[src/rtl/gbd_pkg.sv]
package gbd_pkg;

   // sync pair and checksum seed
   localparam logic [7:0]  SYNC_FIRST  = 8'h57;
   localparam logic [7:0]  SYNC_SECOND = 8'hF1;
   localparam logic [15:0] SUM_SEED    = 16'hF157;

   // configuration register indexes
   localparam logic [1:0] CSR_MISC_ID  = 2'd0;
   localparam logic [1:0] CSR_GEO_ID_A = 2'd1;
   localparam logic [1:0] CSR_GEO_ID_B = 2'd2;

   // route classes
   localparam logic [1:0] ROUTE_MISC    = 2'd0;
   localparam logic [1:0] ROUTE_GEO     = 2'd1;
   localparam logic [1:0] ROUTE_DISCARD = 2'd2;

   // routing ids held by the register file
   typedef struct packed {
      logic [7:0] misc_message_id;
      logic [7:0] geo_message_id_a;
      logic [7:0] geo_message_id_b;
   } route_ids_type;

   // one result item
   typedef struct packed {
      logic [7:0] payload_byte;
      logic       has_byte;
      logic [7:0] message_id;
      logic [7:0] word_count;
      logic       packet_last;
      logic       checksum_ok;
      logic [1:0] route_class;
   } rsp_item_type;

   // 16-bit add with end-around carry
   function automatic logic [15:0] eac_add(input logic [15:0] a, input logic [15:0] b);
      logic [16:0] s;
      s = {1'b0, a} + {1'b0, b};
      return s[15:0] + {15'd0, s[16]};
   endfunction

   // route class from a message id, misc id wins on overlap
   function automatic logic [1:0] route_of(input logic [7:0] id, input route_ids_type ids);
      logic [1:0] r;
      if (id == ids.misc_message_id) begin
         r = ROUTE_MISC;
      end else if (id == ids.geo_message_id_a || id == ids.geo_message_id_b) begin
         r = ROUTE_GEO;
      end else begin
         r = ROUTE_DISCARD;
      end
      return r;
   endfunction

endpackage

[src/rtl/gbd_csr.sv]
module gbd_csr (
   input  logic                   clock,
   input  logic                   reset,
   input  logic                   csr_valid,
   output logic                   csr_ready,
   input  logic [1:0]             csr_index,
   input  logic [7:0]             csr_data,
   output gbd_pkg::route_ids_type ids
);

   gbd_pkg::route_ids_type ids_ff;
   gbd_pkg::route_ids_type ids_in;

   assign csr_ready = 1'b1;

   // register write decode, unknown indexes ignored
   always_comb begin
      ids_in = ids_ff;
      if (csr_valid) begin
         unique case (csr_index)
            gbd_pkg::CSR_MISC_ID:  ids_in.misc_message_id  = csr_data;
            gbd_pkg::CSR_GEO_ID_A: ids_in.geo_message_id_a = csr_data;
            gbd_pkg::CSR_GEO_ID_B: ids_in.geo_message_id_b = csr_data;
            default: ;
         endcase
      end
   end

   always_ff @(posedge clock) begin
      if (reset) begin
         ids_ff.misc_message_id  <= 8'd102;
         ids_ff.geo_message_id_a <= 8'd149;
         ids_ff.geo_message_id_b <= 8'd152;
      end else begin
         ids_ff <= ids_in;
      end
   end

   assign ids = ids_ff;

endmodule

[src/rtl/gbd_parser.sv]
module gbd_parser (
   input  logic                   clock,
   input  logic                   reset,
   input  logic                   take,
   input  logic [7:0]             byte_in,
   input  gbd_pkg::route_ids_type ids,
   output logic                   emit,
   output gbd_pkg::rsp_item_type  result
);

   localparam logic [2:0] PH_HUNT  = 3'd0;
   localparam logic [2:0] PH_COUNT = 3'd1;
   localparam logic [2:0] PH_ID    = 3'd2;
   localparam logic [2:0] PH_CK_LO = 3'd3;
   localparam logic [2:0] PH_CK_HI = 3'd4;
   localparam logic [2:0] PH_EVEN  = 3'd5;
   localparam logic [2:0] PH_ODD   = 3'd6;

   logic [2:0]  phase_ff, phase_in;
   logic        sync_ff, sync_in;
   logic [7:0]  words_left_ff, words_left_in;
   logic [7:0]  held_id_ff, held_id_in;
   logic [7:0]  held_count_ff, held_count_in;
   logic [15:0] rx_sum_ff, rx_sum_in;
   logic [15:0] run_sum_ff, run_sum_in;
   logic [7:0]  low_hold_ff, low_hold_in;
   logic        last;

   // next state and result for one byte
   always_comb begin
      phase_in      = phase_ff;
      sync_in       = sync_ff;
      words_left_in = words_left_ff;
      held_id_in    = held_id_ff;
      held_count_in = held_count_ff;
      rx_sum_in     = rx_sum_ff;
      run_sum_in    = run_sum_ff;
      low_hold_in   = low_hold_ff;
      emit          = 1'b0;
      last          = 1'b0;
      result.payload_byte = 8'd0;
      result.has_byte     = 1'b0;
      unique case (phase_ff)
         PH_HUNT: begin
            if (sync_ff && byte_in == gbd_pkg::SYNC_SECOND) begin
               sync_in  = 1'b0;
               phase_in = PH_COUNT;
            end else begin
               // a stray sync-first byte keeps the match alive
               sync_in = (byte_in == gbd_pkg::SYNC_FIRST);
            end
         end
         PH_COUNT: begin
            held_count_in = byte_in;
            phase_in      = PH_ID;
         end
         PH_ID: begin
            held_id_in = byte_in;
            run_sum_in = gbd_pkg::eac_add(gbd_pkg::SUM_SEED, {byte_in, held_count_ff});
            phase_in   = PH_CK_LO;
         end
         PH_CK_LO: begin
            rx_sum_in = {8'd0, byte_in};
            phase_in  = PH_CK_HI;
         end
         PH_CK_HI: begin
            rx_sum_in = {byte_in, rx_sum_ff[7:0]};
            if (held_count_ff == 8'd0) begin
               // empty packet ends here with a dataless item
               phase_in = PH_HUNT;
               emit     = 1'b1;
               last     = 1'b1;
            end else begin
               words_left_in = held_count_ff;
               phase_in      = PH_EVEN;
            end
         end
         PH_EVEN: begin
            low_hold_in         = byte_in;
            phase_in            = PH_ODD;
            emit                = 1'b1;
            result.payload_byte = byte_in;
            result.has_byte     = 1'b1;
         end
         PH_ODD: begin
            run_sum_in    = gbd_pkg::eac_add(run_sum_ff, {byte_in, low_hold_ff});
            words_left_in = words_left_ff - 8'd1;
            emit                = 1'b1;
            result.payload_byte = byte_in;
            result.has_byte     = 1'b1;
            if (words_left_ff == 8'd1) begin
               phase_in = PH_HUNT;
               last     = 1'b1;
            end else begin
               phase_in = PH_EVEN;
            end
         end
         default: begin
            phase_in = PH_HUNT;
            sync_in  = 1'b0;
         end
      endcase
      result.message_id  = held_id_in;
      result.word_count  = held_count_in;
      result.packet_last = last;
      result.checksum_ok = last && (run_sum_in == rx_sum_in);
      result.route_class = last ? gbd_pkg::route_of(held_id_in, ids) : gbd_pkg::ROUTE_MISC;
   end

   // parser state
   always_ff @(posedge clock) begin
      if (reset) begin
         phase_ff      <= PH_HUNT;
         sync_ff       <= 1'b0;
         words_left_ff <= 8'd0;
         held_id_ff    <= 8'd0;
         held_count_ff <= 8'd0;
         rx_sum_ff     <= 16'd0;
         run_sum_ff    <= 16'd0;
         low_hold_ff   <= 8'd0;
      end else if (take) begin
         phase_ff      <= phase_in;
         sync_ff       <= sync_in;
         words_left_ff <= words_left_in;
         held_id_ff    <= held_id_in;
         held_count_ff <= held_count_in;
         rx_sum_ff     <= rx_sum_in;
         run_sum_ff    <= run_sum_in;
         low_hold_ff   <= low_hold_in;
      end
   end

endmodule

[src/rtl/gnss_binary_packet_deframer.sv]
// timing: a payload byte or empty-packet end appears on rsp in the cycle after its byte is taken
// throughput: one byte per cycle while req_stall is low, set by the parser update and one 16-bit add
// req_stall rises only while a result is held and rsp_stall is high
// reset: synchronous, active high; parser returns to sync hunt, ids to 102, 149, 152
// header bytes produce no result, except the last checksum byte of an empty packet
module gnss_binary_packet_deframer (
   input  logic       clock,
   input  logic       reset,
   input  logic       req_valid,
   output logic       req_stall,
   input  logic [7:0] req_byte_in,
   output logic       rsp_valid,
   input  logic       rsp_stall,
   output logic [7:0] rsp_payload_byte,
   output logic       rsp_has_byte,
   output logic [7:0] rsp_message_id,
   output logic [7:0] rsp_word_count,
   output logic       rsp_packet_last,
   output logic       rsp_checksum_ok,
   output logic [1:0] rsp_route_class,
   input  logic       csr_valid,
   output logic       csr_ready,
   input  logic [1:0] csr_index,
   input  logic [7:0] csr_data
);

   gbd_pkg::route_ids_type ids;
   gbd_pkg::rsp_item_type  result;
   gbd_pkg::rsp_item_type  rsp_ff;
   logic                   emit;
   logic                   take;
   logic                   rsp_valid_ff, rsp_valid_in;

   // accept while the result register is empty or draining
   assign req_stall = rsp_valid_ff && rsp_stall;
   assign take      = req_valid && !req_stall;

   gbd_csr u_csr (
      .clock     (clock),
      .reset     (reset),
      .csr_valid (csr_valid),
      .csr_ready (csr_ready),
      .csr_index (csr_index),
      .csr_data  (csr_data),
      .ids       (ids)
   );

   gbd_parser u_parser (
      .clock   (clock),
      .reset   (reset),
      .take    (take),
      .byte_in (req_byte_in),
      .ids     (ids),
      .emit    (emit),
      .result  (result)
   );

   // result register
   always_comb begin
      rsp_valid_in = rsp_valid_ff && rsp_stall;
      if (take && emit) begin
         rsp_valid_in = 1'b1;
      end
   end

   always_ff @(posedge clock) begin
      if (reset) begin
         rsp_valid_ff <= 1'b0;
      end else begin
         rsp_valid_ff <= rsp_valid_in;
      end
   end

   always_ff @(posedge clock) begin
      if (take && emit) begin
         rsp_ff <= result;
      end
   end

   assign rsp_valid        = rsp_valid_ff;
   assign rsp_payload_byte = rsp_ff.payload_byte;
   assign rsp_has_byte     = rsp_ff.has_byte;
   assign rsp_message_id   = rsp_ff.message_id;
   assign rsp_word_count   = rsp_ff.word_count;
   assign rsp_packet_last  = rsp_ff.packet_last;
   assign rsp_checksum_ok  = rsp_ff.checksum_ok;
   assign rsp_route_class  = rsp_ff.route_class;

endmodule
[config.mk]
export PLATFORM = sky130hd
export DESIGN_NAME = gnss_binary_packet_deframer
export DESIGN_NICKNAME = d
export VERILOG_FILES = /design/src/rtl/gbd_pkg.sv /design/src/rtl/gbd_csr.sv /design/src/rtl/gbd_parser.sv /design/src/rtl/gnss_binary_packet_deframer.sv
export SDC_FILE = /design/constraint.sdc
export NUM_CORES = 1
export LEC_CHECK = 0
export ABC_AREA = 1
export BUFFER_PORTS_ARGS = -buffer_cell sky130_fd_sc_hd__clkbuf_2
export CAP_MARGIN = 20
export CORE_MARGIN = 5
export CORE_UTILIZATION = 55
export CTS_BUF_LIST = sky130_fd_sc_hd__clkbuf_16
export CTS_CLUSTER_SIZE = 14
export DETAILED_ROUTE_END_ITERATION = 7
export PLACE_DENSITY = 0.77
export SLEW_MARGIN = 30
export SYNTH_ARGS = -nofsm -noshare
export SYNTH_HDL_FRONTEND = slang
export SYNTH_SLANG_ARGS = --single-unit
[constraint.sdc]
create_clock -name clock -period 3.28 [get_ports clock]
set_clock_uncertainty 0.15 [all_clocks]
set_input_delay 0.656 -clock clock [delete_from_list [all_inputs] [get_ports clock]]
set_output_delay 0.656 -clock clock [all_outputs]
set_load 0.02 [all_outputs]
==> out/results.ini <==
[clock_network]
cts_tree = yes
cts.sinks = 122
clkSlewWorstSetupHoldPaths_ns = 0.06
clock_latency_ns = 0.43
cts_buffers = 17
cts_max_level = 4
holdBufCountCts = 0
cts-root-buf = clkbuf_16
clock_path_buffers = 2

[critical_path]
rr_worst_depth = 28
endpoint_kind = register
path_class = register to register
arrival_ns = 3.77
worstPathMaxFanout = 3
cp_slowest_cell = fa_2
start_kind = register
critPathRequiredTime_ns = 3.42
max_stage_delay_ns = 0.34

[cells_and_area]
multi_input_area_mm2 = 0.00520
ff_latch_area_mm2 = 0.00274
nNetsFinal = 1488
layout_commonest_cell = nand2_1
area_growth_syn_to_layout_pct = 25.2
final_cell_mix = nand2_1 (327), inv_1 (171), nand3_1 (114)
fill_cells = 1237
drive_gt1_frac = 0.238
stdcell_count = 1641
diodes = 0

[floorplan]
die_x_um = 134
num_rows = 45
initial_core_util = 0.560
die_y_um = 134
io_pins = 55
die-area_mm2 = 0.0180
core_area_mm2 = 0.0151

[timing]
rsz0062_at_grt = yes
finalSetupViolCount = 3
period_share = 1.11
period_needed_ns = 3.63
slew_viol_final = 0
max_freq_ghz = 0.276
fin_setup_tns_ns = -0.403
hold_viol = 0
worstMarginPinSlew_ns = 0.708
fin_ws_ns = -0.346
slew_headroom = 0.527

[placed_design]
io_buffer_count = 53
dp.cells = 1604
dp_hpwl_um = 18000
globalplace.congestion = 0.927

[global_routing]
grt_overflow = 0
grt_pass1_vias = 8166
grtUsageTotal = 0.270
grt_max_degree = 53
antenna_found_initial = 0
grt_pass1_wl_um = 39200

[synthesis]
synth_edf_count = 29
ys_ff_latch = 122
async_flop_share = 0
ys_warn_count = 0
syn-num-nets = 1339
seq_area_frac_synth = 0.322
postSynthCellCount = 1291
synthesis.area_mm2 = 0.00849
synth_flop_cell = dfxtp_1
synth_cell_type_count = 46
avgSynthCellArea_um2 = 6.57

[drt]
vias = 8956
drt-pass1-iter-count = 7
wl_um = 24800
vias_per_cell = 5.46
avgRoutedWirePerCell_um = 15.1
ant_nets = 0
route.detailed.drc = 0
dr.first_iter.drc_count = 766

[power]
vdd_ir_drop_max_mv = 0.435
power_leakage_nw = 5.23
power_density_mw_per_mm2 = 437

[outcome]
violations = setup timing
status = complete, but fails checks

[run]
maxCapViolCount = 0

[worst_hold_path]
min_path_type = register to register
min_path_cells = 2

## flip-flops by register name (all words and copies together), names as in the netlist
register,flops
rsp_checksum_ok,1
rsp_has_byte,1
rsp_message_id,8
rsp_packet_last,1
rsp_payload_byte,8
rsp_route_class,2
rsp_valid,1
rsp_word_count,8
u_csr.ids,24
u_parser.held_count_ff,8
u_parser.held_id_ff,8
u_parser.low_hold_ff,8
u_parser.phase_ff,3
u_parser.run_sum_ff,16
u_parser.rx_sum_ff,16
u_parser.sync_ff,1
u_parser.words_left_ff,8
## kinds of logic (layout without fill, tap and decap cells)
group                    after synthesis  in the layout  share of synthesized area
AO/OA/AOI/OAI                        214            214                      0.138
XOR/XNOR                              26             26                     0.0268
adder cells (fa/ha/maj)               25             25                     0.0377
buffers and inverters                222            384                      0.101
flip-flops                           122            122                      0.322
other                                  1              1                   0.000442
AND/OR/NAND/NOR                      681            681                      0.374
## Yosys cell counts (2+ instances only)
cell,instances,area [um^2]
nand2_4,4,45.0
nor2_2,8,50.1
buf_4,2,15.0
clkinv_1,6,22.5
nand3_2,18,180
a21oi_1,92,460
inv_1,171,642
nand4_1,21,131
a211oi_1,3,22.5
xor2_1,22,193
nand2_2,32,200
o21ai_1,2,10.0
nor3_1,7,35.0
inv_2,8,30.0
nor4_1,4,25.0
o211ai_1,12,90.1
o22ai_1,9,56.3
nand3_1,119,596
dfxtp_1,93,1860
clkbuf_1,24,90.1
nor2_4,8,90.1
a31oi_1,2,12.5
nor2_1,98,368
nand2_1,335,1260
nor3b_1,2,15.0
or2_2,14,87.6
o21bai_1,2,15.0
xnor2_1,4,35.0
o21ai_2,7,61.3
nand3b_1,7,52.6
o21ai_0,83,415
ha_1,24,300
buf_2,7,35.0
edfxtp_1,29,871
## per-stage QoR
stage / util / worst slack [ns] / power, mW / area, um^2 / hold slack, ns
after floorplan: - / -0.0915 / 2.31 / 8590 / 0.297
after global placement: 0.643 / -0.562 / 2.60 / 9750 / 0.307
after detailed placement: 0.644 / -0.698 / 2.62 / 9750 / 0.313
after CTS: 0.692 / -0.374 / 4.62 / 10500 / 0.322
after global routing: 0.702 / -0.606 / 4.84 / 10600 / 0.340
final: 0.702 / -0.346 / 4.64 / 10600 / 0.319
## critical path: cells and delay by family (launching register included)
kind,cells,cell delay [ns]
AND/OR/NAND/NOR,21,1.80
adder cells (fa/ha/maj),3,0.70
flip-flops,1,0.33
AO/OA/AOI/OAI,2,0.25
buffers and inverters,2,0.25
## what timing repair did
| action | CTS | global route |
|---|---|---|
| setup buffers | 4 | 3 |
| resized for setup | 23 | 27 |
| endpoints found under the setup margin | 10 | 12 |
| gates cloned | 0 | 0 |
| pin swaps | 26 | 33 |
## final cells by class
type / instances / area share
multi-input combinational: 947 / 0.490
sequential: 122 / 0.257
timing repair buffer: 166 / 0.106
inverter: 186 / 0.0661
clock buffer: 17 / 0.0400
tap: 188 / 0.0221
clock inverter: 15 / 0.0187
## worst paths after layout
path                                               from               to  slack [ns]
worst max register to register  u_parser.low_hold_ff[0]  rsp_checksum_ok       -0.35
worst max-delay path            u_parser.low_hold_ff[0]  rsp_checksum_ok       -0.35
worst min-delay path                      u_csr.ids[19]    u_csr.ids[19]        0.32
worst min register to register            u_csr.ids[19]    u_csr.ids[19]        0.32
## power by group
| group | switching (mW) | total, mW | internal (mW) |
|---|---|---|---|
| Combinational | 0.618 | 1.01 | 0.388 |
| Clock | 0.722 | 1.99 | 1.27 |
| Sequential | 0.0416 | 1.64 | 1.60 |
| Total | 1.38 | 4.64 | 3.26 |
## per-layer routing
metal | up-vias | routed length, um | global-route usage
met4 | 0 | 895 | 0.122
met1 | 4057 | 10600 | 0.342
met2 | 338 | 11600 | 0.444
li1 | 4488 | - | -
met3 | 73 | 1730 | 0.0563
met5 | - | 0 | 0
Note: power is estimated with default switching activity, not from simulation.
